[src/rtl/cfl_tsr_pkg.sv]
// Package for the CFL timestep min-reduce block: widths, codes, reset values
// and the command/status structs between the controller and the datapath.
// No dependencies.
package cfl_tsr_pkg;

   // Fixed field widths of the channels
   localparam int DATA_WIDTH      = 48;
   localparam int OUT_WIDTH       = 47;
   localparam int OPCODE_WIDTH    = 2;

   // Default number format
   localparam int DEF_VALUE_WIDTH = 48;
   localparam int DEF_FRAC_BITS   = 24;

   // Configuration registers (Q24 as written)
   localparam int REG_FRAC        = 24;
   localparam int GAMMA_WIDTH     = 26;
   localparam int COURANT_WIDTH   = 25;
   localparam int CSR_DATA_WIDTH  = 26;
   localparam int CSR_INDEX_WIDTH = 1;
   localparam logic [GAMMA_WIDTH-1:0]     GAMMA_RESET   = 26'd23488102;
   localparam logic [COURANT_WIDTH-1:0]   COURANT_RESET = 25'd8388608;
   localparam logic [CSR_INDEX_WIDTH-1:0] CSR_GAMMA     = 1'b0;
   localparam logic [CSR_INDEX_WIDTH-1:0] CSR_COURANT   = 1'b1;

   // Request opcodes
   localparam logic [OPCODE_WIDTH-1:0] OP_CELL  = 2'd0;
   localparam logic [OPCODE_WIDTH-1:0] OP_FACE  = 2'd1;
   localparam logic [OPCODE_WIDTH-1:0] OP_CLEAR = 2'd2;

   // Shared arithmetic unit operations
   typedef enum logic [1:0] {
      ARITH_MUL,
      ARITH_DIV,
      ARITH_SQRT
   } arith_op_type;

   // Sequencer steps: cell chain, then face chain, then last-face tail
   typedef enum logic [4:0] {
      STEP_U0, STEP_U1, STEP_U2,
      STEP_K0, STEP_K1, STEP_K2, STEP_KR,
      STEP_P, STEP_T, STEP_Q, STEP_C,
      STEP_A0, STEP_A1, STEP_A2, STEP_AR,
      STEP_D0, STEP_D1, STEP_D2, STEP_CT,
      STEP_N, STEP_DT
   } step_type;

   typedef struct packed {
      logic     ready;   // request channel ready
      logic     load;    // latch the accepted request
      logic     start;   // launch the arithmetic unit
      logic     wb;      // write back the unit result
      logic     emit;    // load the response register
      step_type step;
   } cmd_type;

   typedef struct packed {
      logic                    req_valid;
      logic [OPCODE_WIDTH-1:0] req_opcode;
      logic                    unit_done;
      logic                    last_face;
      logic                    out_busy;
   } status_type;

endpackage

[src/rtl/cfl_tsr_ctrl.sv]
// Controller of the CFL timestep block: accepts requests and steps through
// the arithmetic sequence for cell and face requests.
// Depends on cfl_tsr_pkg.
module cfl_tsr_ctrl (
   input  logic                    clock,
   input  logic                    reset,
   input  cfl_tsr_pkg::status_type stat,
   output cfl_tsr_pkg::cmd_type    cmd
);
   import cfl_tsr_pkg::*;

   typedef enum logic [3:0] {
      ST_IDLE  = 4'b0001,
      ST_ISSUE = 4'b0010,
      ST_BUSY  = 4'b0100,
      ST_OUT   = 4'b1000
   } state_type;

   state_type state_ff, state_in;
   step_type  step_ff, step_in;

   always_comb begin
      state_in  = state_ff;
      step_in   = step_ff;
      cmd.ready = 1'b0;
      cmd.load  = 1'b0;
      cmd.start = 1'b0;
      cmd.wb    = 1'b0;
      cmd.emit  = 1'b0;
      cmd.step  = step_ff;
      unique case (state_ff)
         // wait for a request
         ST_IDLE: begin
            cmd.ready = 1'b1;
            if (stat.req_valid) begin
               cmd.load = 1'b1;
               if (stat.req_opcode == OP_CELL) begin
                  step_in  = STEP_U0;
                  state_in = ST_ISSUE;
               end else if (stat.req_opcode == OP_FACE) begin
                  step_in  = STEP_A0;
                  state_in = ST_ISSUE;
               end
            end
         end
         ST_ISSUE: begin
            cmd.start = 1'b1;
            state_in  = ST_BUSY;
         end
         // write back and pick the next step
         ST_BUSY: begin
            if (stat.unit_done) begin
               cmd.wb = 1'b1;
               priority case (step_ff)
                  STEP_C: state_in = ST_IDLE;
                  STEP_CT: begin
                     if (stat.last_face) begin
                        step_in  = STEP_N;
                        state_in = ST_ISSUE;
                     end else begin
                        state_in = ST_IDLE;
                     end
                  end
                  STEP_DT: state_in = ST_OUT;
                  default: begin
                     step_in  = step_type'(5'(step_ff + 5'd1));
                     state_in = ST_ISSUE;
                  end
               endcase
            end
         end
         // hand the result to the response register
         ST_OUT: begin
            if (!stat.out_busy) begin
               cmd.emit = 1'b1;
               state_in = ST_IDLE;
            end
         end
         default: state_in = ST_IDLE;
      endcase
   end

   always_ff @(posedge clock) begin
      if (reset) begin
         state_ff <= ST_IDLE;
         step_ff  <= STEP_U0;
      end else begin
         state_ff <= state_in;
         step_ff  <= step_in;
      end
   end

endmodule

[config.mk]
export PLATFORM = sky130hd
export DESIGN_NAME = cfl_tsr_ctrl
export DESIGN_NICKNAME = d
export VERILOG_FILES = /design/src/rtl/cfl_tsr_pkg.sv /design/src/rtl/cfl_tsr_ctrl.sv
export SDC_FILE = /design/constraint.sdc
export NUM_CORES = 1
export LEC_CHECK = 0
export BUFFER_PORTS_ARGS = -buffer_cell sky130_fd_sc_hd__buf_2
export CAP_MARGIN = 10
export CORE_MARGIN = 2
export CORE_UTILIZATION = 50
export CTS_CLUSTER_DIAMETER = 80
export DETAILED_ROUTE_END_ITERATION = 10
export MAX_ROUTING_LAYER = met4
export PLACE_DENSITY = 0.78
export SETUP_SLACK_MARGIN = 0.1
export SLEW_MARGIN = 20
export SYNTH_ARGS = -nofsm -noshare
export SYNTH_HDL_FRONTEND = slang
export SYNTH_SLANG_ARGS = --single-unit
[constraint.sdc]
create_clock -name clock -period 1.9 [get_ports clock]
set_input_delay 0.19 -clock clock [delete_from_list [all_inputs] [get_ports clock]]
set_output_delay 0.19 -clock clock [all_outputs]
set_load 0.005 [all_outputs]
Word level (Yosys, flattened, before mapping). Cells that the tools add are included.

Flip-flop bits (word level): 9. Output and inout port bits: 10.

Add/sub/neg operators: 1. Equality and inequality tests: 14. Mux-type cells: 22. Reductions and logical operators: 5.

Operators by type and width (count): 5-bit two-way mux (5); 4-bit two-way mux (5); 5-bit case mux with 2 select lines (2); 4-bit case mux with 4 select lines (1); 4-bit case mux with 3 select lines (1); 5-bit equality test, second input constant (2); 2-bit inequality test, second input constant (4); 1-bit two-way mux (6); 3-bit inequality test, second input constant (2); 6-bit AND reduction (1); 5-bit by 1-bit adder with 5-bit output, second input constant (1); 5-bit by 4-bit equality test with 1-bit output, second input constant (1); 4-bit by 1-bit equality test with 1-bit output, second input constant (1); 4-bit by 2-bit equality test with 1-bit output, second input constant (1); 4-bit by 3-bit equality test with 1-bit output, second input constant (1); 4-bit equality test, second input constant (1); 2-bit two-way mux (2); 4-bit AND reduction (1); 2-bit by 1-bit equality test with 1-bit output, second input constant (1); 2-bit logical NOT (1); 2-bit nonzero test (1); 2-bit OR reduction (1).

Depth between registers and ports, before layout. Gate-level depths: netlist (run 1).

Depth after elaboration: 5. Depth in mapped cells: 7. Mapped depth without buffers: 7.

Least setup slack after synthesis (run 1). Ideal clock, no wire load.

Kind: register to register. Start point: register step_ff[0]. End point: register step_ff[2]. Setup time: 70 ps. Arrival time: 1678 ps. Data required time: 1830 ps. Path slack: 152 ps. Stages on the path, launching flop included: 8. Cells stage by stage: dfxtp_1 inv_1 ha_1 nand4bb_1 o211a_1 a21oi_4 or4_1 a21oi_1.

Cells in the longest elaborated chain, start to end: 5.

RTL lines: start: declaration (line cfl_tsr_ctrl.sv:20) `step_type step_ff, step_in;`; start signal: assignment (line cfl_tsr_ctrl.sv:89) `step_ff <= step_in;`; parallel branches: the longest is 5 deep, another holds 5-bit by 1-bit adder with 5-bit output.

Parallel ways; which one is timed is not known. The select of a mux whose other input is x is not followed. A chain may end at the register's enable or synchronous reset.

Final worst setup path (run 1).
Start point: register step_ff[0]. End point: register step_ff[4].

The elaborated chain is that of the path after synthesis.

==> results of run 1 <==
==> worst max-delay path by stage <==
stage | from | endpoint | slack, ns | cells after the start
after floorplan | step_ff[0]$_SDFFE_PP0P_ | step_ff[2]$_SDFFE_PP0P_ | 0.15 | 7
after global placement | step_ff[1]$_SDFFE_PP0P_ | step_ff[2]$_SDFFE_PP0P_ | 0.19 | 7
after detailed placement | step_ff[1]$_SDFFE_PP0P_ | step_ff[1]$_SDFFE_PP0P_ | 0.1 | 6
after CTS | step_ff[1]$_SDFFE_PP0P_ | step_ff[1]$_SDFFE_PP0P_ | 0.09 | 6
after global routing | step_ff[0]$_SDFFE_PP0P_ | step_ff[4]$_SDFFE_PP0P_ | 0.07 | 8
final | step_ff[0]$_SDFFE_PP0P_ | step_ff[4]$_SDFFE_PP0P_ | 0.14 | 8
==> per-stage QoR <==
stage	setup slack, ns	area (um2)	hold WS (ns)	util	total power [mW]
after floorplan	0.152	674	0.389	-	0.325
after global placement	0.189	802	0.487	0.624	0.380
after detailed placement	0.0973	802	0.490	0.624	0.385
after CTS	0.0933	828	0.203	0.645	0.543
after global routing	0.0686	905	0.201	0.704	0.600
final	0.139	905	0.205	0.704	0.570
==> final cells by class <==
class                   instances  area share
repair buffers                 25       0.160
multi-input cells              62       0.564
flip-flops and latches          9       0.205
inverters                       5      0.0207
clock buffers                   4      0.0290
well taps                      15      0.0207
==> worst register-to-register path, stage by stage (launching register included) <==
cell,delay (ns)
dfxtp_1,0.31
inv_1,0.14
ha_4,0.19
nand4bb_4,0.15
o211a_4,0.31
a21oi_4,0.21
buf_4,0.15
o21ai_0,0.10
a21oi_2,0.15
==> synth_stat cells, types with 2 or more instances <==
cell type | n | area share
nor3_1 | 2 | 0.015
o21bai_1 | 2 | 0.022
inv_1 | 5 | 0.028
nand4bb_1 | 2 | 0.033
clkbuf_2 | 2 | 0.015
or2b_1 | 2 | 0.022
a21oi_1 | 6 | 0.045
nand2_1 | 3 | 0.017
dfxtp_1 | 9 | 0.27
nor2_1 | 6 | 0.033
nor4b_1 | 2 | 0.026
o21ai_0 | 3 | 0.022
a211oi_1 | 4 | 0.045
ha_1 | 3 | 0.056
==> cells by family after synthesis <==
family          share of synthesized area
flops                               0.267
simple gates                        0.356
buf+inv                            0.0594
compound gates                      0.245
fa+ha+maj                          0.0557
mux                                0.0167
==> registers in the layout, indices dropped and copies added, names as in the netlist <==
register	count
step_ff	5
state_ff	4
==> layer usage <==
layer  wire length [um]  track usage  vias up
met1                818        0.276      346
met2                967        0.377       56
li1                   -            -      350
met5                  0            -        -
met3                182       0.0707       11
met4                 54        0.175        0
==> where the power goes <==
part           switching (mW)  leakage [nW]  internal (mW)
Combinational          0.0881         0.267         0.0874
Sequential             0.0270        0.0745          0.205
Clock                  0.0808        0.0150         0.0813
Total                   0.196         0.356          0.374
==> repair_timing <==
item,in CTS,in global routing
setup endpoints to repair,1,6
buffers inserted,0,2
cloned,0,1
pin swaps,1,4
resized for setup,0,10
==> summary.md, run 1 <==
| Metric | Value |
|---|---|
| Outcome | completed |
| Synth warn | 0 |
| Synth async-reset ratio | 0 |
| Crit path cell chain | inv_1 > ha_4 > nand4bb_4 > o211a_4 > a21oi_4 > buf_4 > o21ai_0 > a21oi_2 |
| Max transition margin | 0.774 |
| Worst setup EP type | flip-flop |
| Peak per-stage delay on the critical path | 0.31 ns |
| H-tree levels | 1 |
| # hold bufs at CTS | 0 |
| GP Congestion | 0.785 |
| Port bufs | 17 |
| CP arrival | 1.97 ns |
| Maximum vdd drop | about 0.38 mV |
| Total core area | 1280 um2 |
| Mapped Cells | 79 |
| Max cap viols | 0 |
| Antenna violations before repair | 0 |
| Largest net degree at the start of global routing | 11 |
| Placed Instances | between 100 and 150 |
| Hold Path Cell Cnt | 2 |
| Row Count | 13 |
| Worst reg2reg endpoint | step_ff[4]$_SDFFE_PP0P_ |
| Max Freq | around 0.57 GHz |
| Lkg Pwr | around 0.36 nW |
| TritonCTS clock tree | built |
| Die extent in x | around 41 um |
| Worst path required time | 2.11 ns |
| #FFs+latches synth | 9 |
| EDFF count, synth | 0 |
| Worst path bufs/invs | 2 |
| Hold EP | step_ff[4]$_SDFFE_PP0P_ |
| DPL Wire Length | 1.21 mm |
| Num CTS Buffers | 3 |
| Synth Cell Area | 674 um2 |
| Worst skew pair latency | 0.27 ns |
| Layout Cells excl Fill | 120 |
| Final setup violation count | 0 |
| Clock buffer depth | 2 |
| Most frequent cells in the layout | 17 x buf_2, 8 x buf_4, 6 x nor2_1 |
| Hold path start | reset |
| Diodes inserted | 0 |
| Ys flop type | dfxtp_1 |
| R2R depth | 8 |
| Vias per Instance | 6.36 |
| Worst hold path class | in -> reg |
| Commonest non-fill, non-tap cell in the layout | buf_2 |
| Layout cell share with drive strength beyond 1 | 0.419 |
| DRC viols | 0 |
| RR Startpoint | step_ff[0]$_SDFFE_PP0P_ |
| Seq/Total Area, Yosys | 0.267 |
| Seq. cell area | around 190 um2 |
| WS Path Type | reg -> reg |
| Initial DRC Count | 44 |
| Grt total ovfl | 0 |
| Power Dens Cells | 630 nW/um2 |
| Final WL | 2.02 mm |
| Clock-pin slew of the registers on the worst-case setup and hold paths | 0.07 ns |
| Period minus WS final | 1.76 ns |
| Mean Syn Cell Area | 8.54 um2 |
| Final setup skew | 0.00320 ns |
| Max Fanout on Critical Path | 5 |
| GRT Overall Usage | 0.248 |
| Final #Nets | 117 |
| Setup TNS | 0 ns |
| Via count | 763 |
| Die area | 1660 um2 |
| Starting density of the core | 0.525 |
| Area Overhead vs Synth | 34.1% |
| Unrepaired setup endpoints after global routing | false |
| Die Y-Extent | between 40 and 50 um |
| Synth Net Count | 90 |
| Reg2Reg Setup Slack | 0.14 ns |
| Post-DR wirelength/cell | 16.9 um |
| Io pins | 18 |
| Worst path slowest cell | dfxtp_1 |
| Vias in the first global route | slightly above 600 |
| Final Hold Viols | 0 |
| Slew @ Worst Pin | 0.334 ns |
| Global-route wire length before repair | 2.55 mm |
| Root Buffer | clkbuf_4 |
| Area of the multi-input gates | 510 um2 |
| Clock Sinks | 9 |
| # fillers | 94 |
| Slew Limit Fails | 0 |
| Worst Setup Start Kind | flip-flop |
| Post-route ant nets | 0 |
| Tcrit/Tclk final | 0.927 |
| DR pass1 iterations | 4 |
| Synth unique cells | 42 |
| Crit-path leading delay family | compound AO/OA/AOI/OAI gates |
(Power assumes the default switching activity.)
==> run 2: changes to the inputs <==
Settings changed: GPL_TIMING_DRIVEN from default to 0.
==> summary.md, run 2 (synthesis gave the netlist of run 1 again) <==
| Metric | Value |
|---|---|
| Clock buffer depth | 2 |
| Row Count | 13 |
| Antenna violations before repair | 0 |
| Lkg Pwr | 0.376 nW |
| Root Buffer | clkbuf_4 |
| Max FFs per register | 5 |
| GP Congestion | 0.808 |
| Final #Nets | 122 |
| CP arrival | 1.98 ns |
| DRC viols | 0 |
| Worst path required time | 2.10 ns |
| Most frequent cells in the layout | 17 x buf_2, 11 x buf_4, 6 x dfxtp_1 |
| Die Y-Extent | 40.7 um |
| Worst Setup Start Kind | flip-flop |
| # hold bufs at CTS | 0 |
| Period minus WS final | 1.78 ns |
| Outcome | completed |
| Num CTS Buffers | 3 |
| Clock power share | 0.274 |
| DR pass1 iterations | 4 |
| Slew Limit Fails | 0 |
| Diodes inserted | 0 |
| Vias in the first global route | 579 |
| Slew @ Worst Pin | 0.460 ns |
| Starting density of the core | 0.525 |
| Total core area | roughly 1300 um2 |
| H-tree levels | 1 |
| Placed Instances | 110 |
| # fillers | 99 |
| Reg2Reg Setup Slack | 0.12 ns |
| Commonest non-fill, non-tap cell in the layout | buf_2 |
| Die extent in x | approximately 40 um |
| Switching Power | 197 uW |
| Via count | 796 |
| Worst setup EP type | flip-flop |
| Max transition margin | 0.694 |
| Biggest regs | step_ff (5), state_ff (4) |
| Post-DR wirelength/cell | approximately 16 um |
| GRT Overall Usage | 0.231 |
| Layout cell share with drive strength beyond 1 | 0.473 |
| Combinational share of power | 0.343 |
| Maximum vdd drop | 0.298 mV |
| Clock Sinks | 9 |
| Worst skew pair latency | 0.27 ns |
| Vias per Instance | 6.37 |
| Largest net degree at the start of global routing | 11 |
| Final core occ | 0.727 |
| Final setup skew | 0.00390 ns |
| Max cap viols | 0 |
| Seq. cell area | between 150 and 200 um2 |
| Io pins | 18 |
| Unrepaired setup endpoints after global routing | false |
| Tcrit/Tclk final | 0.936 |
| Die area | 1660 um2 |
| Power Dens Cells | 621 nW/um2 |
| Layout Cells excl Fill | between 100 and 150 |
| Worst hold path class | in -> reg |
| Post-route ant nets | 0 |
| Max Freq | 0.562 GHz |
| Final setup violation count | 0 |
| Area of the multi-input gates | about 500 um2 |
| Final WL | around 2.0 mm |
| Global-route wire length before repair | 2.46 mm |
| Power share of the sequential group | 0.383 |
| Max Fanout on Critical Path | 5 |
| Clock-pin slew of the registers on the worst-case setup and hold paths | 0.07 ns |
| Grt total ovfl | 0 |
| Top reg by flops | step_ff |
| TritonCTS clock tree | built |
| WS Path Type | reg -> reg |
| Initial DRC Count | 47 |
| Switching Fraction | 0.340 |
| DPL Wire Length | 1.06 mm |
| Port bufs | 16 |
| P_int | 383 uW |
| Final Hold Viols | 0 |
| Area Overhead vs Synth | 38.6% |
run 2: cell count changes in the layout (fill, tap and decap cells not counted), sizes merged:
cell / delta
buf: +4
clkbuf: +1
run 2: cell type report:
| type | instances | share of cell area |
|---|---|---|
| plain buffers | 4 | 0.0254 |
| flip-flops and latches | 9 | 0.202 |
| multi-input cells | 62 | 0.535 |
| inverters | 5 | 0.0228 |
| repair buffers | 26 | 0.166 |
| well taps | 15 | 0.0201 |
| clock buffers | 4 | 0.0281 |
run 2: repair_timing:
action,CTS,global route
setup endpoints to repair,3,5
setup buffers,3,7
pin swaps,1,7
resized for setup,1,19
cloned,0,1
run 2: final timing paths:
check                                   to                    start  cells past startpoint
setup / recovery   step_ff[2]$_SDFFE_PP0P_  step_ff[0]$_SDFFE_PP0P_                      7
hold / removal    state_ff[2]$_SDFFE_PP0P_                  stat[2]                      4
setup reg to reg   step_ff[2]$_SDFFE_PP0P_  step_ff[0]$_SDFFE_PP0P_                      7
hold reg to reg    step_ff[1]$_SDFFE_PP0P_  step_ff[1]$_SDFFE_PP0P_                      2
run 2: per-stage QoR:
stage	TNS, ns	setup WS, ns	instance area (um2)	hold WS (ns)	total power [mW]
final	0	0.122	935	0.271	0.581
after global routing	0	0.0731	935	0.345	0.611
after CTS	0	0.111	823	0.279	0.523
after detailed placement	-0.000274	-0.000274	773	0.547	0.372
after global placement	0	0.0247	773	0.521	0.367
after floorplan	0	0.152	674	0.389	0.325
run 2: worst max-delay path, stage by stage, from the launching register on:
cell	delay (ns)
dfxtp_4	0.38
inv_4	0.05
ha_4	0.16
nand4bb_1	0.11
o211a_1	0.26
a21oi_4	0.09
or4_4	0.52
a21oi_2	0.14
run 2: per-layer routing:
metal | global-route usage | part of all wire | vias up
li1 | - | - | 366
met1 | 0.290 | 0.46 | 368
met2 | 0.357 | 0.44 | 49
met3 | 0.0598 | 0.078 | 13
met4 | 0.0750 | 0.029 | 0
met5 | - | 0 | -
run 2: power by group through the flow:
stage          clock network [mW]  logic [mW]  registers, mW
6_report                    0.159       0.199          0.223
5_1_grt                     0.168       0.218          0.225
4_1_cts                     0.153       0.151          0.219
3_5_place_dp                    0       0.150          0.222
3_3_place_gp                    0       0.146          0.222
2_1_floorplan                   0       0.104          0.221
==> run 3: changes to the inputs <==
Settings changed: CAP_MARGIN 10 to default, PLACE_DENSITY 0.78 to 0.86.
==> summary.md, run 3 (synthesis gave the netlist of run 1 again) <==
| Metric | Value |
|---|---|
| Vias in the first global route | 603 |
| Grt total ovfl | 0 |
| Power share of the sequential group | 0.413 |
| Max FFs per register | 5 |
| Final WL | 1.74 mm |
| TritonCTS clock tree | built |
| Largest net degree at the start of global routing | 11 |
| Switching Power | 177 uW |
| Switching Fraction | 0.330 |
| Max transition margin | 0.706 |
| WS Path Type | reg -> reg |
| Worst skew pair latency | approximately 0.27 ns |
| Tcrit/Tclk final | 0.925 |
| Crit path cell chain | inv_1 > ha_2 > nand4bb_1 > o211a_1 > a21oi_4 > or4_4 > a21oi_2 |
| Via count | between 700 and 800 |
| Hold Path Cell Cnt | 4 |
| Die area | approximately 1700 um2 |
| Hold path start | stat[2] |
| Max Freq | approximately 0.57 GHz |
| Period minus WS final | around 1.8 ns |
| Num CTS Buffers | 3 |
| P_int | 359 uW |
| Slew @ Worst Pin | 0.440 ns |
| Final #Nets | 115 |
| Total core area | 1280 um2 |
| Final setup violation count | 0 |
| Final Hold Viols | 0 |
| # fillers | 109 |
| Clock-pin slew of the registers on the worst-case setup and hold paths | 0.06 ns |
| Commonest non-fill, non-tap cell in the layout | buf_2 |
| Diodes inserted | 0 |
| WHS | 0.276 ns |
| Slew Limit Fails | 0 |
| Worst hold path class | in -> reg |
| Initial DRC Count | 30 |
| Area of the multi-input gates | approximately 470 um2 |
| Area Overhead vs Synth | 25.8% |
| Biggest regs | step_ff (5), state_ff (4) |
| Seq. cell area | 185 um2 |
| Power Dens Cells | 631 nW/um2 |
| Post-Place Cell Area | ~770 um2 |
| RR Startpoint | step_ff[0]$_SDFFE_PP0P_ |
| Worst setup EP type | flip-flop |
| Worst Setup Start Kind | flip-flop |
| Outcome | completed |
| Clock power share | 0.292 |
| Total power draw | 535 uW |
| Worst reg2reg endpoint | step_ff[2]$_SDFFE_PP0P_ |
| DR pass1 iterations | 4 |
| Maximum vdd drop | 0.387 mV |
| Port bufs | 16 |
| Hold EP | state_ff[2]$_SDFFE_PP0P_ |
| Design area | 848 um2 |
| Lkg Pwr | 0.342 nW |
| Peak per-stage delay on the critical path | 0.48 ns |
| Global-route wire length before repair | between 2 and 2.5 mm |
| Reg2Reg Setup Slack | 0.14 ns |
| Clock Sinks | 9 |
| Root Buffer | clkbuf_4 |
| Final setup skew | 0.00195 ns |
| DPL Wire Length | 1.14 mm |
| Worst path slowest cell | or4_4 |
| Top reg by flops | step_ff |
| Die extent in x | 40.7 um |
| Antenna violations before repair | 0 |
| Combinational share of power | 0.295 |
| Worst path required time | approximately 2.1 ns |
| GRT Overall Usage | 0.233 |
| CP arrival | between 1.5 and 2 ns |
| H-tree levels | 1 |
| Max Fanout on Critical Path | 10 |
| Clock buffer depth | 2 |
| R2R depth | 7 |
| Starting density of the core | 0.525 |
| DRC viols | 0 |
| Post-DR wirelength/cell | between 10 and 15 um |
| Layout cell share with drive strength beyond 1 | 0.408 |
| Max cap viols | 0 |
| Vias per Instance | 6.18 |
| Post-route ant nets | 0 |
| Io pins | 18 |
| GP Congestion | 0.853 |
| Die Y-Extent | a little over 40 um |
| Row Count | 13 |
| Unrepaired setup endpoints after global routing | true |
| # hold bufs at CTS | 0 |
run 3: timing repair:
action / CTS / global route
pin swaps: 1 / 2
gates resized for setup: 1 / 8
setup buffers: 3 / 1
endpoints found under the setup margin: 4 / 5
hold endpoints to repair: 0 / 0
run 3: layout make-up:
class / count / share of cell area
repair buffers: 20 / 0.130
well taps: 15 / 0.0221
flip-flops and latches: 9 / 0.218
inverters: 5 / 0.0221
multi-input cells: 61 / 0.552
plain buffers: 4 / 0.0251
clock buffers: 4 / 0.0310
run 3: worst max path at each step:
stage / start / to / slack (ns) / cells past startpoint
after floorplan: step_ff[0]$_SDFFE_PP0P_ / step_ff[2]$_SDFFE_PP0P_ / 0.15 / 7
final: step_ff[0]$_SDFFE_PP0P_ / step_ff[2]$_SDFFE_PP0P_ / 0.14 / 7
after CTS: step_ff[0]$_SDFFE_PP0P_ / step_ff[2]$_SDFFE_PP0P_ / 0.10 / 7
after global routing: step_ff[0]$_SDFFE_PP0P_ / step_ff[1]$_SDFFE_PP0P_ / 0.06 / 7
after global placement: state_ff[2]$_SDFFE_PP0P_ / step_ff[2]$_SDFFE_PP0P_ / 0.04 / 5
after detailed placement: state_ff[2]$_SDFFE_PP0P_ / step_ff[2]$_SDFFE_PP0P_ / -0.01 / 5
run 3: routing by layer:
layer  routed length (um)  GRT usage  up-vias
met3                  128     0.0761       11
met1                  715      0.246      327
met5                    0          -        -
li1                     -          -      347
met2                  842      0.377       44
met4                   57      0.142        0
run 3: worst max-delay path: cells and delay by family, from the launching register on:
kind	cells	cell delay, ns
adders and majority gates	1	0.20
AOI/OAI and AO/OA	3	0.42
and+or+nand+nor	2	0.61
buffers and inverters	1	0.09
DFF	1	0.37
run 3: power by group through the flow:
| stage | Sequential (mW) | Combinational [mW] | Clock [mW] |
|---|---|---|---|
| after floorplan | 0.221 | 0.104 | 0 |
| after global placement | 0.222 | 0.144 | 0 |
| after detailed placement | 0.223 | 0.151 | 0 |
| after CTS | 0.219 | 0.153 | 0.151 |
| after global routing | 0.223 | 0.172 | 0.158 |
| final | 0.221 | 0.158 | 0.156 |
run 3: through the flow:
stage	utilization	TNS (ns)	std cells	setup slack, ns
finish	0.660	0	118	0.143
global route	0.660	0	118	0.0573
CTS	0.641	0	117	0.100
detailed placement	0.602	-0.0123	110	-0.0123
global placement	0.602	0	110	0.0395
floorplan	-	0	79	0.152
